File: src/design/mac_pkg.sv
`default_nettype none

package mac_pkg;

    // Ring depth, also the largest usable window
    localparam int MAX_WINDOW = 256;

    localparam int PRICE_W = 32;
    localparam int CFG_W   = 9;
    localparam int PTR_W   = $clog2(MAX_WINDOW);
    localparam int WIN_W   = $clog2(MAX_WINDOW + 1);
    localparam int SUM_W   = PRICE_W + $clog2(MAX_WINDOW);
    localparam int STEP_W  = $clog2(SUM_W + 1);
    localparam int ADDR_W  = 3;
    localparam int APB_W   = 32;
    localparam int OUT_W   = 72;
    localparam int Q_DEPTH = 2;
    localparam int QPTR_W  = 1;
    localparam int QCNT_W  = 2;

    localparam logic [CFG_W-1:0] SHORT_RESET = 9'd5;
    localparam logic [CFG_W-1:0] LONG_RESET  = 9'd20;

    // Register indexes (paddr[2])
    localparam logic REG_SHORT = 1'b0;
    localparam logic REG_LONG  = 1'b1;

    typedef enum logic [1:0] {
        REL_NONE  = 2'd0,
        REL_ABOVE = 2'd1,
        REL_BELOW = 2'd2,
        REL_EQUAL = 2'd3
    } t_rel;

    typedef enum logic [1:0] {
        SIG_HOLD = 2'd0,
        SIG_BUY  = 2'd1,
        SIG_SELL = 2'd2
    } t_sig;

    // One word handed from the front to the back
    typedef struct packed {
        logic [SUM_W-1:0] short_sum;
        logic [SUM_W-1:0] long_sum;
        logic [WIN_W-1:0] short_win;
        logic [WIN_W-1:0] long_win;
        logic             short_ready;
        logic             long_ready;
    } t_job;

    // Zero acts as one, anything above the ring depth acts as the depth
    function automatic logic [WIN_W-1:0] clamp_window(input logic [CFG_W-1:0] w);
        logic [WIN_W-1:0] r;
        if (w == '0) begin
            r = WIN_W'(1);
        end else if (32'(w) > MAX_WINDOW) begin
            r = WIN_W'(MAX_WINDOW);
        end else begin
            r = WIN_W'(w);
        end
        return r;
    endfunction

    // Slot written w words before the slot at wp
    function automatic logic [PTR_W-1:0] slot_back(input logic [PTR_W-1:0] wp,
                                                   input logic [WIN_W-1:0] w);
        logic [WIN_W:0] p;
        p = (WIN_W+1)'(wp) + (WIN_W+1)'(MAX_WINDOW) - (WIN_W+1)'(w);
        if (p >= (WIN_W+1)'(MAX_WINDOW)) begin
            p = p - (WIN_W+1)'(MAX_WINDOW);
        end
        return PTR_W'(p);
    endfunction

endpackage

`default_nettype wire

File: src/design/mac_back.sv
`default_nettype none

module mac_back (
    input  wire logic                  i_clk,
    input  wire logic                  i_rst_n,
    input  wire logic                  i_restart,
    input  wire logic                  i_empty,
    input  wire mac_pkg::t_job         i_job,
    output logic                       o_pop,
    output logic                       o_valid,
    input  wire logic                  i_ready,
    output logic [mac_pkg::OUT_W-1:0]  o_data
);

    typedef enum logic [2:0] {
        B_IDLE = 3'b001,
        B_DIV  = 3'b010,
        B_OUT  = 3'b100
    } t_bstate;

    localparam int DW = mac_pkg::WIN_W + mac_pkg::SUM_W;

    // One restoring step: bring in the dividend MSB, subtract if it fits
    function automatic logic [DW-1:0] div_step(input logic [mac_pkg::WIN_W-1:0] rem,
                                               input logic [mac_pkg::SUM_W-1:0] dvd,
                                               input logic [mac_pkg::WIN_W-1:0] dsr);
        logic [mac_pkg::WIN_W:0] t;
        logic                    q;
        t = {rem, dvd[mac_pkg::SUM_W-1]};
        q = (t >= {1'b0, dsr});
        if (q) begin
            t = t - {1'b0, dsr};
        end
        return {t[mac_pkg::WIN_W-1:0], dvd[mac_pkg::SUM_W-2:0], q};
    endfunction

    t_bstate r_state, n_state;

    logic [mac_pkg::STEP_W-1:0]  r_step;
    logic [mac_pkg::WIN_W-1:0]   r_rem_s, r_rem_l, r_div_s, r_div_l;
    logic [mac_pkg::SUM_W-1:0]   r_dvd_s, r_dvd_l;
    logic                        r_sr, r_lr;
    mac_pkg::t_rel               r_prev, n_rel;
    mac_pkg::t_sig               n_sig;
    logic [DW-1:0]               step_s, step_l;
    logic [mac_pkg::PRICE_W-1:0] s_avg, l_avg;
    logic                        r_valid;
    logic [mac_pkg::OUT_W-1:0]   r_data;
    logic                        emit;

    assign step_s = div_step(r_rem_s, r_dvd_s, r_div_s);
    assign step_l = div_step(r_rem_l, r_dvd_l, r_div_l);
    assign s_avg  = r_dvd_s[mac_pkg::PRICE_W-1:0];
    assign l_avg  = r_dvd_l[mac_pkg::PRICE_W-1:0];

    assign o_pop   = (r_state == B_IDLE) && !i_empty;
    assign emit    = (r_state == B_OUT) && (!r_valid || i_ready);
    assign o_valid = r_valid;
    assign o_data  = r_data;

    // Relation of the averages and crossover decision
    always_comb begin
        n_rel = mac_pkg::REL_NONE;
        n_sig = mac_pkg::SIG_HOLD;
        if (r_sr && r_lr) begin
            if (s_avg > l_avg) begin
                n_rel = mac_pkg::REL_ABOVE;
            end else if (s_avg < l_avg) begin
                n_rel = mac_pkg::REL_BELOW;
            end else begin
                n_rel = mac_pkg::REL_EQUAL;
            end
            if (n_rel == mac_pkg::REL_ABOVE && r_prev == mac_pkg::REL_BELOW) begin
                n_sig = mac_pkg::SIG_BUY;
            end else if (n_rel == mac_pkg::REL_BELOW && r_prev == mac_pkg::REL_ABOVE) begin
                n_sig = mac_pkg::SIG_SELL;
            end
        end
    end

    always_comb begin
        n_state = r_state;
        case (r_state)
            B_IDLE:  if (o_pop) n_state = B_DIV;
            B_DIV:   if (r_step == mac_pkg::STEP_W'(1)) n_state = B_OUT;
            B_OUT:   if (emit) n_state = B_IDLE;
            default: n_state = B_IDLE;
        endcase
    end

    // Divider lanes
    always_ff @(posedge i_clk) begin
        if (o_pop) begin
            r_rem_s <= '0;
            r_rem_l <= '0;
            r_dvd_s <= i_job.short_sum;
            r_dvd_l <= i_job.long_sum;
            r_div_s <= i_job.short_win;
            r_div_l <= i_job.long_win;
            r_sr    <= i_job.short_ready;
            r_lr    <= i_job.long_ready;
            r_step  <= mac_pkg::STEP_W'(mac_pkg::SUM_W);
        end else if (r_state == B_DIV) begin
            r_rem_s <= step_s[DW-1 -: mac_pkg::WIN_W];
            r_dvd_s <= step_s[mac_pkg::SUM_W-1:0];
            r_rem_l <= step_l[DW-1 -: mac_pkg::WIN_W];
            r_dvd_l <= step_l[mac_pkg::SUM_W-1:0];
            r_step  <= r_step - 1'b1;
        end
    end

    // Output register
    always_ff @(posedge i_clk) begin
        if (emit) begin
            r_data <= {4'b0000, n_sig, r_lr, r_sr, l_avg, s_avg};
        end
    end

    always_ff @(posedge i_clk) begin
        if (!i_rst_n) begin
            r_state <= B_IDLE;
            r_prev  <= mac_pkg::REL_NONE;
            r_valid <= 1'b0;
        end else begin
            r_state <= n_state;
            if (i_restart) begin
                r_prev <= mac_pkg::REL_NONE;
            end else if (emit) begin
                r_prev <= n_rel;
            end
            if (emit) begin
                r_valid <= 1'b1;
            end else if (i_ready) begin
                r_valid <= 1'b0;
            end
        end
    end

endmodule

`default_nettype wire

File: config.mk
export PLATFORM = sky130hd
export DESIGN_NAME = mac_back
export DESIGN_NICKNAME = d
export VERILOG_FILES = /design/src/design/mac_pkg.sv /design/src/design/mac_back.sv
export SDC_FILE = /design/constraint.sdc
export NUM_CORES = 1
export LEC_CHECK = 0
export BUFFER_PORTS_ARGS = -buffer_cell sky130_fd_sc_hd__buf_4
export CAP_MARGIN = 20
export CORE_MARGIN = 2
export CORE_UTILIZATION = 45
export CTS_CLUSTER_DIAMETER = 200
export DETAILED_ROUTE_END_ITERATION = 6
export PLACE_DENSITY_LB_ADDON = 0.2
export SYNTH_ARGS = -nofsm -noshare
export SYNTH_HDL_FRONTEND = slang
export SYNTH_SLANG_ARGS = --single-unit
File: constraint.sdc
create_clock -name i_clk -period 13 [get_ports i_clk]
set_input_delay 2.6 -clock i_clk [delete_from_list [all_inputs] [get_ports i_clk]]
set_output_delay 2.6 -clock i_clk [all_outputs]
set_load 0.02 [all_outputs]
Yosys cells after proc, flatten, opt, wreduce, memory -nomap -nowiden --
Cells that the tools add are included.
Cells by class: $add $sub $neg 3, order comparisons 4, eq/ne operators 11, mux-type cells 18, bitwise gates (word level) 2, reduce and logical (&&, ||, !) cells 13
Operators by type and width (count):
- $mux 40 | 4
- $gt 32x32->1 | 1
- $lt 32x32->1 | 1
- $ge 10x9->1 | 2
- $mux 9 | 2
- $sub 9x9->9 | 2
- $mux 3 | 3
- $pmux 3 s3 | 1
- $mux 2 | 4
- $eq 6x1->1 const B | 1
- $ne 2x2->1 const B | 3
- $sub 6x1->6 const B | 1
- $logic_and 1x1->1 | 5
- $eq 2x1->1 const B | 2
- $eq 2x2->1 const B | 2
- $mux 1 | 4
- $reduce_bool 2->1 | 2
- $reduce_or 2->1 | 2
- $eq 3x1->1 const B | 1
- $eq 3x2->1 const B | 1
- $eq 3x3->1 const B | 1
- $reduce_and 3->1 | 1
- $logic_not 1->1 | 2
- $not 1->1 | 2
- $logic_or 1x1->1 | 1
Word-level totals: bits in registers 198, bits of input ports 105, output and inout port bits 74, logic and storage cells 66

Depth between registers and ports, before layout --
Gate-level depths: netlist (run 1).
depth in word-level cells 8, depth in mapped cells 10, depth with buffers taken out 9

Worst setup path before layout (run 1) --
Ideal clock, no wire load.
path type in2reg, from input port i_ready, to register r_prev[1], setup time 0.118 ns, arrival 6.298 ns, required time 12.882 ns, path slack 6.584 ns, stages 4, buffers on the path 0, cell sequence nor2b_1 nor2b_1 nor2b_1 a22o_1
Between the ends: longest elaborated chain between the ends 2
Ends and longest elaborated chain:
- from (decl) | RTL line mac_back.sv:11 | input wire logic i_ready,
- $logic_or 1x1->1 | RTL line mac_back.sv:57 | assign emit = (r_state == B_OUT) && (!r_valid || i_ready);
- $logic_and 1x1->1 | RTL line mac_back.sv:57
- net emit | RTL line mac_back.sv:49 | logic emit;
- to (signal assigned) | RTL line mac_back.sv:122 | r_prev <= mac_pkg::REL_NONE;
- to (signal assigned) | RTL line mac_back.sv:127 | r_prev <= mac_pkg::REL_NONE;
- to (signal assigned) | RTL line mac_back.sv:129 | r_prev <= n_rel;
- to (decl) | RTL line mac_back.sv:43 | mac_pkg::t_rel r_prev, n_rel;
The timed path passes the listed nets, and every way through them passes these cells. A chain may end at the register's enable or synchronous reset.

Worst setup path in the final report (run 1) --
from input port i_empty, to output port o_pop
Between the ends: longest elaborated chain between the ends 2
Ends and longest elaborated chain:
- from (decl) | RTL line mac_back.sv:7 | input wire logic i_empty,
- $logic_not 1->1 | RTL line mac_back.sv:56 | assign o_pop = (r_state == B_IDLE) && !i_empty;
- $logic_and 1x1->1 | RTL line mac_back.sv:56
- to (decl) | RTL line mac_back.sv:9 | output logic o_pop,
No other way between the ends.

==> flow_summary.toml, run 1 <==
[final_layout]
fin_nets = 1103
stdcell_count = 1223
syn2layout_area_growth_pct = 23.7
finalInstanceArea_um2 = 11100
drive_above_1_share = 0.234
final_core_utilization = 0.568
fillers = 1705

[setup_path]
crit_top_cell = "buf_4"
critPathSlowestCell = "or4b_2"
arrival_ps = 4140
required_ps = 10400
cp_cell_sequence = "buf_4, or4b_2, inv_4, buf_4"
cp-end-kind = "primary output"
cpPeakStageDelay_ps = 660
worstSetupPathType = "in -> out"
startpoint_type = "input pin"
reg2reg_slack_ps = 9430
critPathMaxFanout = 69

[detailed_routing]
route.met3.wl_um = 944
drtAntennaViolNets = 0
wl_per_cell_um = 15.0
dr.pass1.iters = 4
drt_iter0_markers = 254
drc = 0
met2_length_um = 8860
vias = 6059
drt-met1-wl_um = 8350
post_drt_via_cell_ratio = 4.95
highest_layer = "met4"
routed_wl_um = 18400

[global_routing]
grt.total_usage = 0.179
gr-total-overflow = 0
antenna_found_initial = 1
grt_pass1_vias = 5816
grt_pass1_wl_um = 29900
grt_max_degree = 71

[cts]
clock-root-buffer = "clkbuf_16"
cts_hold_buf = 0
clockBufferDepth = 2
cts.clk_slew.worst_paths_ps = 70
numCtsBuffers = 17
cts_tree = "built"
cts_sinks = 198
htreeDepth = 4
post_cts_buffers = 0
cts_resized = 0
clk_latency_ps = 440

[yosys]
ys_warn_count = 0
post_synth_num_cell_types = 57
yosys_most_used_dff = "edfxtp_1"
synth_edf_count = 168
syn_inst = 773
synth-seq-cells = 198
ys_seq_area_frac = 0.630
syn_area_per_cell_um2 = 11.6
synth_area_um2 = 8960
async_flop_share = 0

[placed_design]
dpl.hpwl_um = 13000
placedInstanceArea_um2 = 10500
gp_congestion = 0.809
dp.cells = 1190
io_buffer_count = 174

[timing]
finalSetupViolations = 0
setup_tns_ps = 0
hold_viol = 0
rsz0062_at_grt = "no"
clock_skew_ps = 9.88
tightest_slew_ps = 988
period_needed_ps = 6740
period_share = 0.518
max_freq_ghz = 0.148
finalMaxSlewViolations = 0
relSlewSlack = 0.339

[flow_run]
max_cap_viol_count = 0

[pwr]
powerDensity_nw_per_um2 = 134
p_leak_nw = 4.65
ir_worst_vdd_uv = 109

[floorplan]
initial_core_util = 0.459
die_w_um = 145
rows = 51
coreArea_um2 = 19500
die_h_um = 145
die_area_um2 = 21100
ioPinCount = 179

[outcome]
status = "completed"

[min_path]
hp-class = "reg -> reg"
-- metal layers --
layer | GRT usage | up-vias
li1 | - | 3065
met1 | 0.236 | 2810
met2 | 0.296 | 166
met5 | 0 | -
met4 | 0.0539 | 0
met3 | 0.0421 | 18
-- cell usage in the layout (no fill, tap or decap), types with 13 or more instances in the layout --
cell       netlist  final
clkbuf_16        0     17
dfxtp_1         30     30
mux2i_1         13     13
inv_1           58     57
a21oi_1         29     29
edfxtp_1       168    168
buf_4            9    179
nand2_1        194    194
o21ai_0         56     56
ha_1            52     52
nor2_1          27     27
-- cells by family (layout without fill, tap and decap cells) --
kind of cell,Yosys count,count (layout),synth area share
adders and majority gates,54,54,0.0770
buffers and inverters,89,270,0.0445
other,1,5,0.000418
muxes,13,13,0.0145
AOI/OAI and AO/OA,126,126,0.0860
xor gates and xnor gates,13,13,0.0127
DFF,198,198,0.630
and+or+nand+nor,279,279,0.135
-- critical path, delay by kind of cell --
kind	cells	cell delay (ps)
buffers and inverters	3	870
AND/OR/NAND/NOR	1	660
-- cell usage after synthesis, types with 4 or more instances --
master / n / share of area
nand4_1: 10 / 0.0070
nand2b_1: 5 / 0.0035
xnor2_1: 6 / 0.0059
a21oi_1: 29 / 0.016
ha_1: 52 / 0.073
a22o_1: 6 / 0.0059
buf_2: 6 / 0.0033
nand2_1: 194 / 0.081
o211ai_1: 4 / 0.0033
buf_4: 9 / 0.0075
mux2i_1: 13 / 0.015
clkbuf_1: 12 / 0.0050
nor3_1: 9 / 0.0050
a21o_1: 4 / 0.0033
nand3_1: 7 / 0.0039
o21ai_0: 56 / 0.031
xor2_1: 7 / 0.0068
edfxtp_1: 168 / 0.56
nor2_1: 27 / 0.011
dfxtp_1: 30 / 0.067
nor2b_1: 7 / 0.0049
inv_1: 58 / 0.024
a211oi_1: 4 / 0.0033
-- state kept, by name (all words and copies together) (netlist names) --
signal,count
o_data,68
o_valid,1
r_div_l,9
r_div_s,9
r_dvd_l,40
r_dvd_s,40
r_lr,1
r_prev,2
r_rem_l,9
r_rem_s,9
r_sr,1
r_state,3
r_step,6
-- final timing paths --
check	cells after the start	startpoint	to
max	4	i_empty	o_pop
min reg2reg	0	r_dvd_l[17]	o_data[49]
max reg2reg	5	r_state[1]	r_dvd_l[17]
min	0	r_dvd_l[17]	o_data[49]
-- stage by stage --
stage | total power, mW | hold slack (ps) | setup slack, ps
after floorplan | 0.908 | 425 | 6580
after global placement | 0.969 | 433 | 6240
after detailed placement | 0.973 | 434 | 6250
after CTS | 1.50 | 452 | 6250
after global routing | 1.56 | 458 | 6170
final | 1.49 | 450 | 6260
-- power breakdown --
part / internal (mW) / switching [mW]
Combinational: 0.0771 / 0.112
Clock: 0.278 / 0.253
Sequential: 0.746 / 0.0236
Total: 1.10 / 0.388
-- layout make-up --
cell class	instances	area [um2]	share of cell area
inverters	59	225	0.0203
flip-flops and latches	198	5650	0.509
repair buffers	179	1340	0.121
clock inverters	14	176	0.0159
clock buffers	18	429	0.0387
diodes	1	2.50	0.000226
well taps	265	332	0.0299
multi-input cells	489	2940	0.265
Power figures use the tool's default switching activity.
==> run 2: changes to the inputs <==
==> constraint.sdc (replaced) <==
create_clock -name i_clk -period 6.9 [get_ports i_clk]
set_input_delay 1.38 -clock i_clk [delete_from_list [all_inputs] [get_ports i_clk]]
set_output_delay 1.38 -clock i_clk [all_outputs]
set_load 0.02 [all_outputs]
==> flow_summary.toml, run 2 (same netlist as run 1, synthesis figures left out) <==
[floorplan]
initial_core_util = 0.459
die_area_um2 = 21100
die_h_um = 145
ioPinCount = 179
rows = 51
die_w_um = 145
coreArea_um2 = 19500

[timing]
rsz0062_at_grt = "no"
finalSetupViolations = 0
period_needed_ps = 4060
max_freq_ghz = 0.246
relSlewSlack = 0.342
period_share = 0.589
hold_viol = 0
finalMaxSlewViolations = 0
tightest_slew_ps = 987
setup_ws_ps = 2840
setup_tns_ps = 0
clock_skew_ps = 7.83

[detailed_routing]
routed_wl_um = 18500
post_drt_via_cell_ratio = 4.94
drt_iter0_markers = 365
drc = 0
wl_per_cell_um = 15.1
dr.pass1.iters = 4
vias = 6050
drtAntennaViolNets = 0

[min_path]
hp-class = "reg -> reg"

[cts]
cts_hold_buf = 0
post_cts_buffers = 0
cts.clk_slew.worst_paths_ps = 70
cts_sinks = 198
cts_tree = "built"
htreeDepth = 4
clock-root-buffer = "clkbuf_16"
cts_resized = 0
clk_latency_ps = 430
clockBufferDepth = 2
numCtsBuffers = 17

[global_routing]
antenna_found_initial = 1
grt_pass1_wl_um = 30300
gr-total-overflow = 0
grt_max_degree = 108
grt_pass1_vias = 5908
grt.total_usage = 0.181

[pwr]
pwr-share-comb = 0.128
powerDensity_nw_per_um2 = 252
switching_share = 0.261
ir_worst_vdd_uv = 189
intPower_mw = 2.07
p_switching_mw = 0.730
pwr-share-clk = 0.354
pwr-share-seq = 0.518
p_leak_nw = 4.65

[placed_design]
io_buffer_count = 174
dpl_worst_slack_ps = 2290
dpl.hpwl_um = 13100
gp_congestion = 0.777

[setup_path]
worstRegToRegCells = 6
crit_cells = 4
worstSetupPathType = "in -> out"
path_delay_family = "simple AND/OR/NAND/NOR gates"
crit_buf_inv = 3
startpoint_type = "input pin"
reg2reg_slack_ps = 3930
arrival_ps = 2680
critPathMaxFanout = 31
crit_top_cell = "buf_4"
cp_cell_sequence = "buf_4, or4b_2, inv_4, buf_4"
r2r_start = "r_state[1]"
cp-startpoint = "i_empty"
crit_path_end = "o_pop"
cp-end-kind = "primary output"
critPathSlowestCell = "or4b_2"
rr_endpoint = "r_dvd_l[13]"
cpPeakStageDelay_ps = 660
required_ps = 5520

[flow_run]
max_cap_viol_count = 0

[outcome]
status = "completed"

[final_layout]
layout_commonest_cell = "nand2_1"
syn2layout_area_growth_pct = 23.8
fin_nets = 1104
mostFrequentLayoutCells = "nand2_1, buf_4, edfxtp_1"
drive_above_1_share = 0.235
largest_reg_flops = 68
## run 2: changes by cell type in the layout (fill, tap and decap cells not counted)
| cell | change |
|---|---|
| clkinvlp_4 | +1 |
| clkinv_4 | -1 |
| clkinv_8 | -1 |
| inv_6 | +5 |
| buf_16 | +1 |
| inv_8 | -4 |
## run 2: worst min path at each step
stage                 from          to  slack (ps)  cells after the start
6_report       r_dvd_l[28]  o_data[60]         450                      0
4_1_cts        r_dvd_l[28]  o_data[60]         450                      0
3_5_place_dp   r_dvd_l[28]  o_data[60]         430                      0
5_1_grt        r_dvd_l[18]  o_data[50]         470                      0
2_1_floorplan   r_rem_l[8]  r_rem_l[8]         420                      2
3_3_place_gp   r_dvd_l[15]  o_data[47]         430                      0
## run 2: metrics by stage
stage                     total power, mW  cell area, um2   util  cells  hold slack [ps]
after floorplan                      1.71            8980      -    776              425
after global placement               1.83           10500  0.537   1190              431
after detailed placement             1.84           10500  0.537   1190              435
after CTS                            2.82           11100  0.567   1222              450
after global routing                 2.94           11100  0.569   1224              467
final                                2.80           11100  0.569   1224              449
## run 2: area by class of cell
| class | count | area [um2] |
|---|---|---|
| multi-input combinational | 489 | 2940 |
| tap | 265 | 332 |
| clock buffer | 18 | 429 |
| antenna | 1 | 2.50 |
| inverter | 59 | 225 |
| timing repair buffer | 180 | 1370 |
| fill | 1689 | 8420 |
| sequential | 198 | 5650 |
| clock inverter | 14 | 158 |
## run 2: layer usage
layer | global-route usage | share of wire
met3 | 0.0387 | 0.057
met4 | 0.0613 | 0.020
met5 | 0 | 0
met2 | 0.293 | 0.47
met1 | 0.243 | 0.46
## run 2: power by group through the flow
| stage | clock network [mW] | registers, mW | logic, mW |
|---|---|---|---|
| 2_1_floorplan | 0 | 1.46 | 0.248 |
| 3_3_place_gp | 0 | 1.48 | 0.351 |
| 3_5_place_dp | 0 | 1.48 | 0.358 |
| 4_1_cts | 1.01 | 1.45 | 0.360 |
| 5_1_grt | 1.06 | 1.46 | 0.414 |
| 6_report | 0.991 | 1.45 | 0.360 |
## run 2: worst reg2reg max path: stages, from the launching register on
cell	delay, ps
dfxtp_1	340
or4b_2	730
inv_4	300
nor2_1	320
clkinv_2	290
buf_16	310
buf_4	350
==> run 3: changes to the inputs <==
==> constraint.sdc (replaced) <==
create_clock -name i_clk -period 3.4 [get_ports i_clk]
set_input_delay 0.68 -clock i_clk [delete_from_list [all_inputs] [get_ports i_clk]]
set_output_delay 0.68 -clock i_clk [all_outputs]
set_load 0.02 [all_outputs]
==> flow_summary.toml, run 3 (same netlist as run 1, synthesis figures left out) <==
[outcome]
status = "completed"

[cts]
numCtsBuffers = 17
cts_resized = 0
clockBufferDepth = 2
htreeDepth = 4
cts_sinks = 198
cts_tree = "built"
cts.clk_slew.worst_paths_ps = 70
clk_latency_ps = 430
clock-root-buffer = "clkbuf_16"
cts_hold_buf = 0
post_cts_buffers = 0

[pwr]
p_switching_mw = 1.47
p_leak_nw = 4.68
pwr-share-seq = 0.511
switching_share = 0.256
pwr-share-comb = 0.128
pwr-share-clk = 0.361
intPower_mw = 4.28
power.total_mw = 5.75
powerDensity_nw_per_um2 = 514
ir_worst_vdd_uv = 361

[setup_path]
startpoint_type = "register"
reg2reg_slack_ps = 850
critPathMaxFanout = 41
critPathSlowestCell = "or4b_2"
cp-end-kind = "primary output"
worstSetupPathType = "reg -> out"
crit_buf_inv = 2
cpPeakStageDelay_ps = 730
path_delay_family = "simple AND/OR/NAND/NOR gates"
arrival_ps = 2070
required_ps = 2720
cp_cell_sequence = "or4b_2, inv_4, buf_4"

[timing]
clock_skew_ps = 6.16
max_freq_ghz = 0.364
period_share = 0.809
finalSetupViolations = 0
finalMaxSlewViolations = 0
period_needed_ps = 2750
rsz0062_at_grt = "no"
hold_viol = 0
whs_ps = 422
relSlewSlack = 0.498
setup_tns_ps = 0
tightest_slew_ps = 751

[global_routing]
antenna_found_initial = 0
gr-total-overflow = 0
grt.total_usage = 0.177
grt_pass1_vias = 5861
grt_max_degree = 58
grt_pass1_wl_um = 29700

[detailed_routing]
vias = 6076
drt_iter0_markers = 359
drtAntennaViolNets = 0
dr.pass1.iters = 4
drc = 0
post_drt_via_cell_ratio = 4.95
wl_per_cell_um = 15.0
routed_wl_um = 18400

[floorplan]
die_h_um = 145
rows = 51
initial_core_util = 0.459
die_area_um2 = 21100
ioPinCount = 179
coreArea_um2 = 19500
die_w_um = 145

[min_path]
hp-class = "in -> reg"

[final_layout]
drive_above_1_share = 0.239
fillers = 1698
antenna_cells = 0
largest_reg_flops = 68
layout_commonest_cell = "nand2_1"
fin_nets = 1109
mostFrequentLayoutCells = "nand2_1, buf_4, edfxtp_1"
syn2layout_area_growth_pct = 24.8

[placed_design]
gp_congestion = 0.825
io_buffer_count = 174
dpl.hpwl_um = 13300

[flow_run]
max_cap_viol_count = 0
==> run 3: cell count changes in the layout (fill, tap and decap cells not counted), sizes merged <==
| cell | before | now |
|---|---|---|
| buf | 180 | 185 |
| bufinv | 1 | 2 |
| clkinv | 3 | 4 |
| clkinvlp | 1 | 3 |
| diode | 1 | 0 |
| inv | 68 | 64 |
==> run 3: per-layer routing <==
layer  track usage  vias up  wire (um)
li1              -     3067          -
met1         0.234     2841       8370
met2         0.296      147       8790
met3        0.0387       21        892
met4        0.0534        0        322
met5             0        -          0
==> run 3: path summary, 6_finish.rpt <==
| check | startpoint | end | cells after the start |
|---|---|---|---|
| max | r_state[1] | o_pop | 3 |
| min | i_job[3] | r_div_l[1] | 1 |
| min reg2reg | r_dvd_l[31] | o_data[63] | 0 |
| max reg2reg | r_div_l[0] | r_rem_l[6] | 8 |
==> run 3: final cells by class <==
| type | instances | area, um2 | share of cell area |
|---|---|---|---|
| clock buffers | 18 | 429 | 0.0384 |
| multi-input cells | 489 | 2940 | 0.263 |
| clock inverters | 14 | 190 | 0.0170 |
| repair buffers | 185 | 1430 | 0.127 |
| flip-flops and latches | 198 | 5650 | 0.505 |
| well taps | 265 | 332 | 0.0296 |
| inverters | 59 | 228 | 0.0204 |
==> run 3: metrics by stage <==
stage               utilization  instance area [um2]  std cells  setup WS [ps]
detailed placement        0.541                10600       1196            649
CTS                       0.573                11200       1228            624
global placement          0.541                10600       1196            657
finish                    0.573                11200       1228            650
global route              0.573                11200       1228            553
floorplan                     -                 8980        776            272
==> run 3: power by group through the flow <==
| stage | clock network, mW | registers [mW] | logic [mW] |
|---|---|---|---|
| 5_1_grt | 2.20 | 2.96 | 0.848 |
| 3_3_place_gp | 0 | 2.99 | 0.729 |
| 2_1_floorplan | 0 | 2.97 | 0.504 |
| 3_5_place_dp | 0 | 2.99 | 0.740 |
| 6_report | 2.08 | 2.94 | 0.737 |
| 4_1_cts | 2.12 | 2.94 | 0.746 |
