==> src/design/mac_pkg.sv <==
`default_nettype none

package mac_pkg;

    // Ring depth, also the largest usable window
    localparam int MAX_WINDOW = 256;

    localparam int PRICE_W = 32;
    localparam int CFG_W   = 9;
    localparam int PTR_W   = $clog2(MAX_WINDOW);
    localparam int WIN_W   = $clog2(MAX_WINDOW + 1);
    localparam int SUM_W   = PRICE_W + $clog2(MAX_WINDOW);
    localparam int STEP_W  = $clog2(SUM_W + 1);
    localparam int ADDR_W  = 3;
    localparam int APB_W   = 32;
    localparam int OUT_W   = 72;
    localparam int Q_DEPTH = 2;
    localparam int QPTR_W  = 1;
    localparam int QCNT_W  = 2;

    localparam logic [CFG_W-1:0] SHORT_RESET = 9'd5;
    localparam logic [CFG_W-1:0] LONG_RESET  = 9'd20;

    // Register indexes (paddr[2])
    localparam logic REG_SHORT = 1'b0;
    localparam logic REG_LONG  = 1'b1;

    typedef enum logic [1:0] {
        REL_NONE  = 2'd0,
        REL_ABOVE = 2'd1,
        REL_BELOW = 2'd2,
        REL_EQUAL = 2'd3
    } t_rel;

    typedef enum logic [1:0] {
        SIG_HOLD = 2'd0,
        SIG_BUY  = 2'd1,
        SIG_SELL = 2'd2
    } t_sig;

    // One word handed from the front to the back
    typedef struct packed {
        logic [SUM_W-1:0] short_sum;
        logic [SUM_W-1:0] long_sum;
        logic [WIN_W-1:0] short_win;
        logic [WIN_W-1:0] long_win;
        logic             short_ready;
        logic             long_ready;
    } t_job;

    // Zero acts as one, anything above the ring depth acts as the depth
    function automatic logic [WIN_W-1:0] clamp_window(input logic [CFG_W-1:0] w);
        logic [WIN_W-1:0] r;
        if (w == '0) begin
            r = WIN_W'(1);
        end else if (32'(w) > MAX_WINDOW) begin
            r = WIN_W'(MAX_WINDOW);
        end else begin
            r = WIN_W'(w);
        end
        return r;
    endfunction

    // Slot written w words before the slot at wp
    function automatic logic [PTR_W-1:0] slot_back(input logic [PTR_W-1:0] wp,
                                                   input logic [WIN_W-1:0] w);
        logic [WIN_W:0] p;
        p = (WIN_W+1)'(wp) + (WIN_W+1)'(MAX_WINDOW) - (WIN_W+1)'(w);
        if (p >= (WIN_W+1)'(MAX_WINDOW)) begin
            p = p - (WIN_W+1)'(MAX_WINDOW);
        end
        return PTR_W'(p);
    endfunction

endpackage

`default_nettype wire

==> src/design/mac_queue.sv <==
`default_nettype none

module mac_queue (
    input  wire logic    i_clk,
    input  wire logic    i_rst_n,
    input  wire logic    i_push,
    input  wire mac_pkg::t_job i_job,
    output logic         o_full,
    input  wire logic    i_pop,
    output mac_pkg::t_job o_job,
    output logic         o_empty
);

    mac_pkg::t_job               r_mem [mac_pkg::Q_DEPTH];
    logic [mac_pkg::QPTR_W-1:0]  r_wr, r_rd;
    logic [mac_pkg::QCNT_W-1:0]  r_count;

    assign o_full  = (r_count == mac_pkg::QCNT_W'(mac_pkg::Q_DEPTH));
    assign o_empty = (r_count == '0);
    assign o_job   = r_mem[r_rd];

    always_ff @(posedge i_clk) begin
        if (i_push) begin
            r_mem[r_wr] <= i_job;
        end
    end

    // Pointers wrap at the depth
    always_ff @(posedge i_clk) begin
        if (!i_rst_n) begin
            r_wr    <= '0;
            r_rd    <= '0;
            r_count <= '0;
        end else begin
            if (i_push) begin
                r_wr <= (r_wr == mac_pkg::QPTR_W'(mac_pkg::Q_DEPTH - 1)) ? '0 : r_wr + 1'b1;
            end
            if (i_pop) begin
                r_rd <= (r_rd == mac_pkg::QPTR_W'(mac_pkg::Q_DEPTH - 1)) ? '0 : r_rd + 1'b1;
            end
            if (i_push && !i_pop) begin
                r_count <= r_count + 1'b1;
            end else if (i_pop && !i_push) begin
                r_count <= r_count - 1'b1;
            end
        end
    end

endmodule

`default_nettype wire

==> config.mk <==
export PLATFORM = sky130hd
export DESIGN_NAME = mac_queue
export DESIGN_NICKNAME = d
export VERILOG_FILES = /design/src/design/mac_pkg.sv /design/src/design/mac_queue.sv
export SDC_FILE = /design/constraint.sdc
export NUM_CORES = 1
export LEC_CHECK = 0
export ABC_AREA = 1
export BUFFER_PORTS_ARGS = -buffer_cell sky130_fd_sc_hd__buf_4
export CORE_MARGIN = 1
export CORE_UTILIZATION = 50
export CTS_CLUSTER_DIAMETER = 200
export CTS_CLUSTER_SIZE = 16
export DETAILED_ROUTE_END_ITERATION = 16
export PLACE_DENSITY = 0.76
export SYNTH_ARGS = -nofsm -noshare
export SYNTH_HDL_FRONTEND = slang
export SYNTH_SLANG_ARGS = --single-unit
==> constraint.sdc <==
create_clock -name i_clk -period 5.45 [get_ports i_clk]
set_input_delay 0.2725 -clock i_clk [delete_from_list [all_inputs] [get_ports i_clk]]
set_output_delay 0.2725 -clock i_clk [all_outputs]
set_load 0.005 [all_outputs]
# Yosys cells after proc, flatten, opt, wreduce, memory -nomap -nowiden
# Memories as Yosys holds them, arrays and structs flattened. A register that Yosys moved wholly into a read port is not among the register bits.
# Cells that the tools add are included.
# word_totals
register_bits,4
ram_bits,200
inputBits,104
output_inout_bits,102
memories,1
# classes
add_sub_neg,4
n_eq_ne,1
mux,8
reduce_logical,6
# memory_table
memory,words,width,read_ports,rd_clocked_by_memory_dff,write_ports,line_no,rtl
r_mem,2,100,1,1,1,mac_queue.sv:14,mac_pkg::t_job r_mem [mac_pkg::Q_DEPTH];
# op_table
cell,n
$mux 1,6
$mux 2,2
$add 1x1->1 const B,2
$add 2x1->2 const B,1
$eq 2x2->1 const B,1
$logic_and 1x1->1,2
$logic_not 1->1,2
$logic_not 2->1,1
$reduce_bool 2->1,1
$sub 2x1->2 const B,1

# Depth between registers and ports, before layout
# Gate-level depths: netlist of run 1.
# logic_depth
depth_word,4
ltp_mapped,8
depth_no_buf,8

# Least setup slack after synthesis of run 1
# Ideal clock, no wire load.
# synth_timing
path_kind,input -> register
start,in i_push
end,mem r_mem[0][0] (netlist bit) (enable)
arrival_time_ps,4498
required_time_ps,4888
slack_ps,389
cell_stages,2
path_cell_list,inv_1 -> nor2_1
# synth_via
elab_chain_cells,2
# synth_lines
element,line_no,rtl
"start, declared",mac_queue.sv:6,"input wire logic i_push,"
$mux 1,mac_queue.sv:23,if (i_push) begin
$mux 1 (implied by the code),mac_queue.sv:24,r_mem[r_wr] <= i_job;
"end, declared",mac_queue.sv:14,
# Every way passes these cells.

==> results of run 1 <==
state kept, by name, indices dropped and copies added, names as in the netlist, named ones only:
signal / count
r_wr: 1
r_rd: 1
r_count: 2
r_mem: 200
layout make-up:
cell class	count	area [µm²]	area share (%)
Multi-Input combinational cell	122	1610	14.5
Clock buffer	27	463	4.19
Tap cell	211	264	2.39
Inverter	8	32.5	0.294
Timing Repair Buffer	309	2570	23.3
Clock inverter	1	5.00	0.0453
Sequential cell	205	6110	55.3
cell families after synthesis:
| kind of cell | count (synthesis) |
|---|---|
| AO/OA/AOI/OAI | 2 |
| adder cells (fa/ha/maj) | 1 |
| buffers and inverters | 19 |
| flip-flops | 205 |
| multiplexers | 100 |
| AND/OR/NAND/NOR | 19 |
final timing paths:
check        slack (ns)  cells after the start           end
max reg2reg        3.09                      2  r_mem[0][67]
min                0.08                      3     flip-flop
min reg2reg        0.53                      2     flip-flop
max                2.81                      3     o_job[83]
metal layers:
metal / GRT usage, % / up-vias / part of all wire, %
met2: 33.1 / 166 / 52
met3: 4.38 / 21 / 6.7
met4: 4.84 / 0 / 1.7
li1: - / 1976 / -
met1: 22.8 / 2064 / 40
met5: 0 / - / 0
timing repair:
item,in CTS,in global routing
setup buffers,0,0
endpoints found under the hold margin,199,0
hold buffers,100,0
endpoints found under the setup margin,0,0
layout by cell type (no fill, tap or decap), drive strengths merged:
| cell | instances |
|---|---|
| buf | 209 |
| edfxtp | 200 |
| mux2 | 100 |
| dlygate4sd3 | 100 |
| clkbuf | 27 |
| nor2 | 9 |
| nand2 | 8 |
| inv | 8 |
| dfxtp | 5 |
| o21ai | 1 |
| a21oi | 1 |
| nand3 | 1 |
| nand4 | 1 |
| ha | 1 |
| clkinv | 1 |
through the flow:
step	instances	hold slack (ns)	power [W]	utilization (%)
global route	883	0.0769	0.00351	71.9
CTS	883	0.0637	0.00342	71.9
finish	883	0.0837	0.00338	71.9
global placement	755	0.458	0.00226	62.3
detailed placement	755	0.460	0.00228	62.3
floorplan	346	0.371	0.00210	-
worst min-delay path: stages:
cell,delay [ns]
buf_4,0.10
nor2_1,0.05
nor2_1,0.08
power breakdown:
group          internal (W)  switching (W)  total, W
logic              0.000283       0.000166  0.000449
clock network      0.000581       0.000500   0.00108
registers           0.00182      0.0000307   0.00185
==> results.md, run 1 <==
* RD Place Congestion at just under 0.7
* Post-DP Area at 9580 µm²
* N_diodes at 0
* Max Fclk at between 0.3 and 0.4 GHz
* Worst-skew pair later-pin latency at 0.46 ns
* CTS buffer count at 16
* Synth warn at 0
* DP HPWL at 8970 µm
* Share of cells above drive strength 1 at about half
* Via count at ~4200
* Die W at roughly 130 µm
* Post-DRT Antenna Nets at 0
* Synth area leaders: edfxtp_1 76%, mux2_4 19%, buf_12 2.5%
* Crit path buf inv count at 2
* Layout fillers at between 900 and 1000
* XOR/XNOR Fraction of Synth Area at 0%
* Final TNS setup at 0 ns
* EDFF count, synth at 200
* Hold Startpoint: i_pop
* Largest net degree at the start of global routing at 73
* CP delay by family, top: buffers and inverters
* Synth Area in Simple Gates at less than 1%
* Initial DRC Count at ~220
* Share of synthesized flip-flops with an asynchronous set or reset at 0%
* Compound-Gate Fraction of Synth Area at less than 1%
* Initial Utilization at between 50 and 60%
* Worst Tran Pin Value at slightly below 1 ns
* Crit Path Class: reg -> out
* DRC Markers at 0
* Post-synthesis adder-cell area fraction at less than 1%
* Reg-to-reg startpoint: r_wr
* TritonCTS clock tree: built
* Largest family of logic cells by synthesized area: multiplexers
* Share of the yosys chip area belonging to registers at about three quarters
* I/O pin cnt at 206
* Distinct cells, synth at 13
* Synth Cell Area at 7950 µm²
* GRT Resource Usage Total at 18.6%
* Peak supply drop at 0.294 mV
* Dpl ws at 3.01 ns
* Total of max-cap violations at 0
* Clock tree sinks at between 200 and 250
* Post-Syn Instances at 346
* Flops & latches, synth at roughly 210
* Final min period at roughly 2.6 ns
* Remaining Overflow, GRT at 0
* Avg WL per Cell at roughly 17 µm
* Die Area at ~16000 µm²
* CP Launch Type: flip-flop
* Crit path cell chain: buf_4 -> mux2_4 -> buf_4
* Final Hold Fails at 0
* Worst-path cell with the longest stage delay: dfxtp_4
* Worst Path Arrival at 2.37 ns
* Crit path largest cell delay at 0.71 ns
* Final setup fails at 0
* Buffers on Ports at 205
* First-pass GRT wire length at 23200 µm
* Placement Rows at 45
* Root buffer cell: clkbuf_16
* Most frequent cell after synthesis: edfxtp_1
* Clk buf depth at 3
* CTS resizes at 0
* Relative slew slack at between 30% and 40%
* Die H at 128 µm
* Most used cell, CP: buf_4
* Max-slew violation count at 0
* Top_reg_cell synth: edfxtp_1
* Vias in the first global route at 4559
* H-tree Lvls at 1
* CP Capture Type: primary output
* Cell area after layout at between 10000 and 15000 µm²
* Pwr Density at just over 300 nW/µm²
* Worst-path maximum fanout at 38
* Vias/cell at 4.79
* Tcrit/Tclk final at about half
* HP Class: in -> reg
* Fin nets at roughly 770
* Status: finished, final reports clean
* Pleak at 4.41 nW
* Mux share of post-synthesis cell area at about a fifth
* Syn Area/Cell at 23.0 µm²
* Data required, critical path at 5.18 ns
* Yosys top cell area share at 75.6%
* Final worst setup slack at roughly 2.8 ns
* Initial antenna violation count at 0
* Synthesized net count at around 450
* Clock skew at about 0.0094 ns
* Final wirelength at about 15000 µm
* RSZ-0062 raised after global routing: false
* Top cells by count, synth: 200 x edfxtp_1, 100 x mux2_4, 10 x buf_12
* Clk pin slew, worst setup/hold paths at 0.07 ns
* Area Overhead vs Synth at 39.1%
* Area leader, netlist: edfxtp_1
* DRT Pass-1 Iters at 4
* Core Footprint at roughly 15000 µm²
(Power assumes the default switching activity.)
==> run 2, diff against run 1 <==
--- a/config.mk
+++ b/config.mk
@@ -5,14 +5,14 @@
 export SDC_FILE = /design/constraint.sdc
 export NUM_CORES = 1
 export LEC_CHECK = 0
-export ABC_AREA = 1
+export ABC_AREA = 0
 export BUFFER_PORTS_ARGS = -buffer_cell sky130_fd_sc_hd__buf_4
 export CORE_MARGIN = 1
 export CORE_UTILIZATION = 50
 export CTS_CLUSTER_DIAMETER = 200
 export CTS_CLUSTER_SIZE = 16
 export DETAILED_ROUTE_END_ITERATION = 16
-export PLACE_DENSITY = 0.76
+export PLACE_DENSITY = 0.77
 export SYNTH_ARGS = -nofsm -noshare
 export SYNTH_HDL_FRONTEND = slang
 export SYNTH_SLANG_ARGS = --single-unit
==> constraint.sdc (replaced) <==
create_clock -name i_clk -period 2.5 [get_ports i_clk]
set_input_delay 0.125 -clock i_clk [delete_from_list [all_inputs] [get_ports i_clk]]
set_output_delay 0.125 -clock i_clk [all_outputs]
set_load 0.005 [all_outputs]
==> run 2 against run 1 <==
Synthesized cell count down 3.8%. Count of clock-buffer cells in the layout fell by 4. Worst setup slack lost 2.2 ns. Sequential power grew 120%. First-iteration DRC count decreased by 27%. Clock power is 110% higher. Clock skew fell by 0.0031 ns. Critical path type unchanged. Largest cell class unchanged. Highest routed layer unchanged.
==> results.md, run 2 <==
* Area leader, netlist: edfxtp_1
* Syn Area/Cell at 22.4 µm² (-2.3%)
* DP HPWL at 8940 µm (-0.33%)
* Worst-path cell with the longest stage delay: dfxtp_4
* HP Class: in -> reg
* Layout fillers at 866 (-7.7%)
* Total of max-cap violations at 0 (unchanged)
* Final setup fails at 0 (unchanged)
* Via count at 4193 (-0.80%)
* Placement Rows at 44 (-2.2%)
* Peak supply drop at 0.697 mV (+140%)
* Initial DRC Count at 157 (-27%)
* Post-Syn Instances at 333 (-3.8%)
* Post-DP Area at 9230 µm² (-3.7%)
* Worst-path maximum fanout at 52 (+37%)
* Distinct cells, synth at 17 (+4)
* Final Hold Fails at 0 (unchanged)
* Synth warn at 0 (unchanged)
* Top Registers: r_mem x200, r_count x2
* Pwr Density at 682 nW/µm² (+120%)
* Final wirelength at 15200 µm (-0.92%)
* Largest family of logic cells by synthesized area: multiplexers
* RD Place Congestion at 0.708 (+3.2%)
* Clk buf depth at 3 (unchanged)
* Max Used Layer: met4
* Max Fclk at 0.529 GHz
* Synthesized net count at 438 (-2.9%)
* Crit path cell chain: buf_12 -> mux2_2 -> buf_4
* Crit path buf inv count at 2 (unchanged)
* Buffers on Ports at 205 (unchanged)
* Share of synthesized flip-flops with an asynchronous set or reset at 0% (unchanged)
* Flops & latches, synth at 205 (unchanged)
* Synth area leaders: edfxtp_1 80%, mux2_2 15%, buf_6 1.5%
* CP Capture Type: primary output
* CTS buffer count at 16 (unchanged)
* Area of the multi-input gates at 1250 µm² (-22%)
* Power Internal at 0.00582 W (+120%)
* Synth Area in Simple Gates at 0.754% (-0.19 points)
* Vias/cell at 4.96 (+3.7%)
* CP delay by family, top: flip-flops
* TritonCTS clock tree: built
* N_diodes at 0 (unchanged)
* Worst Path Arrival at 1.77 ns (-0.60 ns)
* Max-slew violation count at 0 (unchanged)
* Post-Route M1 WL at 5530 µm (-9.8%)
* Reg-to-reg startpoint: r_wr
* Compound-Gate Fraction of Synth Area at 0.268% (+0.14 points)
* Clock share of power at 31.6% (-0.3 points)
* Largest net degree at the start of global routing at 75 (+2.7%)
* Yosys top cell area share at 80.4% (+4.8 points)
* Dpl ws at 0.941 ns (-2.07 ns)
* EDFF count, synth at 200 (unchanged)
* Die W at 124 µm (-3.0%)
* Top reg by flops: r_mem
* Top_reg_cell synth: edfxtp_1
* Hold Startpoint: i_job[74]
* Power share of the combinational group at 13.5% (+0.2 points)
* Clock tree sinks at 205 (unchanged)
* DRT Pass-1 Iters at 4 (unchanged)
* CTS resizes at 0 (unchanged)
* RSZ-0062 raised after global routing: false
* Post-DRT Antenna Nets at 0 (unchanged)
* Die Area at 15400 µm² (-5.9%)
* Largest register FFs at 200 (unchanged)
* Tot Pwr at 0.00731 W (+120%)
* Share of cells above drive strength 1 at 50.4% (+1.3 points)
* Switching share of power at 20.5% (-0.089 points)
* XOR/XNOR Fraction of Synth Area at 0.352% (+0.35 points)
* Worst path depth at 3 (unchanged)
* Top cells by count, synth: 200 x edfxtp_1, 100 x mux2_2, 10 x buf_6
* Relative slew slack at 71.0% (+36 points)
* Commonest cells after routing, fill and taps aside: 207 x buf_4, 200 x edfxtp_1, 104 x dlygate4sd3_1
* H-tree Lvls at 1 (unchanged)
* Status: finished, final reports clean
* Switching power at 0.00150 W (+120%)
* CP Launch Type: flip-flop
* I/O pin cnt at 206 (unchanged)
* Remaining Overflow, GRT at 0 (unchanged)
* Die H at 124 µm (-3.0%)
* Pleak at 4.04 nW (-8.4%)
* Crit path largest cell delay at 0.44 ns (-0.27 ns)
* Mux share of post-synthesis cell area at 15.1% (-3.8 points)
* Final worst setup slack at 0.609 ns (-2.20 ns)
* Final min period at around 1.9 ns
* Register cell area after layout at 6110 µm² (unchanged)
* Hold Path Stages at 2 (-1)
* Crit Path Class: reg -> out
* Seq pwr share at 55.0% (+0.2 points)
* DRC Markers at 0 (unchanged)
* Postcts setup bufs at 0 (unchanged)
* DR WL met3 at 918 µm (-11%)
* Cell area after layout at 10700 µm² (-3.0%)
* Post-synthesis adder-cell area fraction at 0.167% (+0.010 points)
* Fin nets at 760 (-0.91%)
* Reg2reg path depth at 2 (unchanged)
* Avg WL per Cell at 18.0 µm (+3.5%)
* Worst Tran Pin Value at 0.435 ns (-0.544 ns)
* Core Footprint at 14500 µm² (-5.4%)
* First-pass GRT wire length at 23600 µm (+1.6%)
* GRT Resource Usage Total at 19.4% (+0.79 points)
* Clock skew at 0.00634 ns (-0.00306 ns)
* Initial Utilization at 51.4% (-0.29 points)
* Commonest non-fill, non-tap cell in the layout: buf_4
* Clk pin slew, worst setup/hold paths at 0.07 ns (about the same)
* WL met2 at 8190 µm (+3.4%)
* Cts hold-fix bufs at 104 (+4.0%)
* Most frequent cell after synthesis: edfxtp_1
* Area Overhead vs Synth at 43.5%
* Vias in the first global route at 4584 (+0.55%)
* Final TNS setup at 0 ns (unchanged)
* Root buffer cell: clkbuf_16
* Initial antenna violation count at 0 (unchanged)
* Share of the yosys chip area belonging to registers at 81.7% (+4.9 points)
* Data required, critical path at 2.38 ns (-2.80 ns)
* Synth Cell Area at 7470 µm² (-6.0%)
* Tcrit/Tclk final at between 70 and 80%
* Worst hold slack at 0.391 ns (+0.307 ns)
* Worst-skew pair later-pin latency at 0.46 ns (about the same)
[run 2: cells by family after synthesis]
family | after synthesis
xor+xnor | 3
fa+ha+maj | 1
compound gates | 3
flops | 205
simple gates | 9
mux | 100
buf+inv | 12
[run 2: stage by stage]
stage          util (%)  std cells
2_1_floorplan         -        333
3_3_place_gp       63.5        717
3_5_place_dp       63.5        717
4_1_cts            73.8        845
5_1_grt            73.8        845
6_report           73.8        845
[run 2: cell type report]
type	instances	share of cell area, %
clock buffer	23	4.18
clock inverter	1	0.0467
inverter	1	0.0350
multi-input combinational	116	11.7
sequential	205	57.0
tap	184	2.15
timing repair buffer	315	24.9
[run 2: worst paths after layout]
kind	to	slack (ns)
max	o_job[82]	0.61
min reg2reg	r_count[1]	0.54
min	r_mem[1][74]	0.39
max reg2reg	r_mem[1][88]	0.96
[run 2: power by group through the flow]
stage | logic [W] | clock network [W] | registers (W)
2_1_floorplan | 0.000389 | 0 | 0.00408
3_3_place_gp | 0.000827 | 0 | 0.00408
3_5_place_dp | 0.000847 | 0 | 0.00409
4_1_cts | 0.000989 | 0.00237 | 0.00402
5_1_grt | 0.00105 | 0.00249 | 0.00403
6_report | 0.000986 | 0.00231 | 0.00402
[run 2: worst register-to-register path, cell delays in order, from the launching register on]
cell and delay, ns:
dfxtp_1 0.39, and2_4 0.41, buf_4 0.41
[run 2: layer usage]
| layer | vias up | global-route usage (%) |
|---|---|---|
| met5 | - | 0 |
| met4 | 0 | 7.37 |
| met3 | 42 | 4.53 |
| met2 | 146 | 36.1 |
| met1 | 2056 | 21.2 |
| li1 | 1949 | - |
==> run 3, diff against run 2 <==
==> constraint.sdc (replaced) <==
create_clock -name i_clk -period 1.8 [get_ports i_clk]
set_input_delay 0.09 -clock i_clk [delete_from_list [all_inputs] [get_ports i_clk]]
set_output_delay 0.09 -clock i_clk [all_outputs]
set_load 0.005 [all_outputs]
==> run 3 against run 2 <==
Sequential cell count unchanged. Sequential power increased by 39%. Cell area up 1.8%. Largest power group unchanged. Highest routed layer unchanged.
==> results.md, run 3 (synthesis results as in run 2) <==
* Commonest cells after routing, fill and taps aside: 209 x buf_4, 200 x edfxtp_1, 104 x dlygate4sd3_1
* Largest net degree at the start of global routing at 56 (-25%)
* Commonest non-fill, non-tap cell in the layout: buf_4
* Avg WL per Cell at 18.5 µm (+3.1%)
* Reg-to-reg startpoint: r_wr
* Pwr Density at 939 nW/µm² (+38%)
* CP Launch Type: flip-flop
* Crit Path Class: reg -> out
* Worst-path maximum fanout at 15 (-71%)
* H-tree Lvls at 1 (unchanged)
* Crit path cell chain: clkbuf_4 -> buf_12 -> mux2_2 -> buf_4
* TritonCTS clock tree: built
* First-pass GRT wire length at 23600 µm (about the same)
* Layout fillers at 816 (-5.8%)
* Top Registers: r_mem x200, r_count x2
* Final worst setup slack at 0.0450 ns (-0.564 ns)
* Die W at 124 µm (unchanged)
* Largest register FFs at 200 (unchanged)
* Max Fclk at approximately 0.57 GHz
* Area Overhead vs Synth at 46.1%
* Share of cells above drive strength 1 at 51.3% (+0.89 points)
* Max-slew violation count at 0 (unchanged)
* Tcrit/Tclk final at between 90% and 100%
* Relative slew slack at 77.8% (+6.8 points)
* DRC Markers at 0 (unchanged)
* Worst-path cell with the longest stage delay: dfxtp_4
* Final TNS setup at 0 ns (unchanged)
* DRT Pass-1 Iters at 4 (unchanged)
* Initial antenna violation count at 1 (+1)
* Final min period at between 1.5 and 2 ns
* Via count at 4279 (+2.1%)
* Final setup fails at 0 (unchanged)
* HP Class: in -> reg
* Status: finished, final reports clean
* Fin nets at 770 (+1.3%)
* Vias in the first global route at 4575 (-0.20%)
* Root buffer cell: clkbuf_16
* Clock skew at 0.0113 ns (+0.00497 ns)
* Placed cells at 718 (+0.14%)
* Pleak at 4.13 nW (+2.2%)
* Register cell area after layout at 6110 µm² (about the same)
* Worst Tran Pin Value at 0.333 ns (-0.103 ns)
* Remaining Overflow, GRT at 0 (unchanged)
* R2R Setup Slk at 0.49 ns (-0.47 ns)
* GRT Resource Usage Total at 19.5% (+0.075 points)
* I/O pin cnt at 206 (unchanged)
* Area of the multi-input gates at 1250 µm² (unchanged)
* Clk buf depth at 3 (unchanged)
* Top reg by flops: r_mem
* Vias/cell at 5.00 (+0.74%)
* Crit path buf inv count at 3 (+1)
* DP HPWL at 8790 µm (-1.7%)
* Data required, critical path at 1.71 ns (-0.67 ns)
* Core Footprint at 14500 µm² (unchanged)
* CP delay by family, top: buffers and inverters
* Die Area at 15400 µm² (unchanged)
* Initial DRC Count at 279 (+78%)
* Worst Path Arrival at 1.67 ns (-0.10 ns)
* Post-Layout Cell Count at 856 (+1.3%)
* Total of max-cap violations at 0 (unchanged)
* CTS buffer count at 16 (unchanged)
* Dpl ws at 0.414 ns (-0.527 ns)
* Peak supply drop at 0.653 mV (-6.3%)
* Hold Startpoint: i_job[35]
* Placement Rows at 44 (unchanged)
* Clk pin slew, worst setup/hold paths at 0.07 ns (about the same)
* Final wirelength at 15900 µm (+4.4%)
* RD Place Congestion at 0.697 (-1.5%)
* CP Capture Type: primary output
* Die H at 124 µm (unchanged)
* Crit path largest cell delay at 0.37 ns (-0.07 ns)
* Final Hold Fails at 0 (unchanged)
* Worst-skew pair later-pin latency at 0.46 ns (about the same)
* Initial Utilization at 51.4% (unchanged)
* Buffers on Ports at 205 (unchanged)
* Post-DRT Antenna Nets at 0 (unchanged)
* Clock tree sinks at 205 (unchanged)
## run 3: final timing paths
check,depth (start not counted),end
worst max-delay path,4,o_job[85]
worst min-delay path,2,r_mem[1][35]
worst max register to register,2,r_mem[1][27]
worst min register to register,2,r_count[1]
## run 3: layout make-up
type | instances | area share (%)
diodes | 1 | 0.0229
clock buffers | 23 | 4.11
repair buffers | 325 | 26.2
well taps | 184 | 2.11
multi-input cells | 116 | 11.5
inverters | 1 | 0.0344
flip-flops and latches | 205 | 56.0
clock inverters | 1 | 0.0459
## run 3: worst register-to-register path, stage by stage (launching register included)
cell and delay [ns]:
dfxtp_2 0.36, and2_4 0.31, buf_12 0.29
## run 3: per-layer routing
metal / share of wire, % / up-vias / track usage, %
met5: 0 / - / 0
met4: 2.5 / 0 / 6.17
met3: 5.4 / 32 / 4.27
met2: 53 / 151 / 35.1
met1: 39 / 2120 / 23.0
li1: - / 1976 / -
## run 3: metrics by stage
| step | cell area (µm²) | hold slack (ns) | power, W | util, % |
|---|---|---|---|---|
| global route | 10900 | 0.336 | 0.0106 | 75.1 |
| floorplan | 7480 | 0.189 | 0.00620 | - |
| CTS | 10800 | 0.335 | 0.0103 | 74.2 |
| global placement | 9280 | 0.274 | 0.00684 | 63.8 |
| detailed placement | 9280 | 0.278 | 0.00688 | 63.8 |
| finish | 10900 | 0.352 | 0.0103 | 75.1 |
## run 3: where the power goes
part           switching, W  internal [W]
Sequential        0.0000652       0.00551
Clock               0.00147       0.00172
Combinational      0.000562      0.000916
Total               0.00210       0.00815
## run 3: what timing repair did
action                     4_1_cts  5_1_grt
hold endpoints to repair       205        0
pin swaps                        0        0
resized for setup                0        2
gates cloned                     0        3
setup endpoints to repair       85       40
hold buffers                   104        0
setup buffers                    2        4
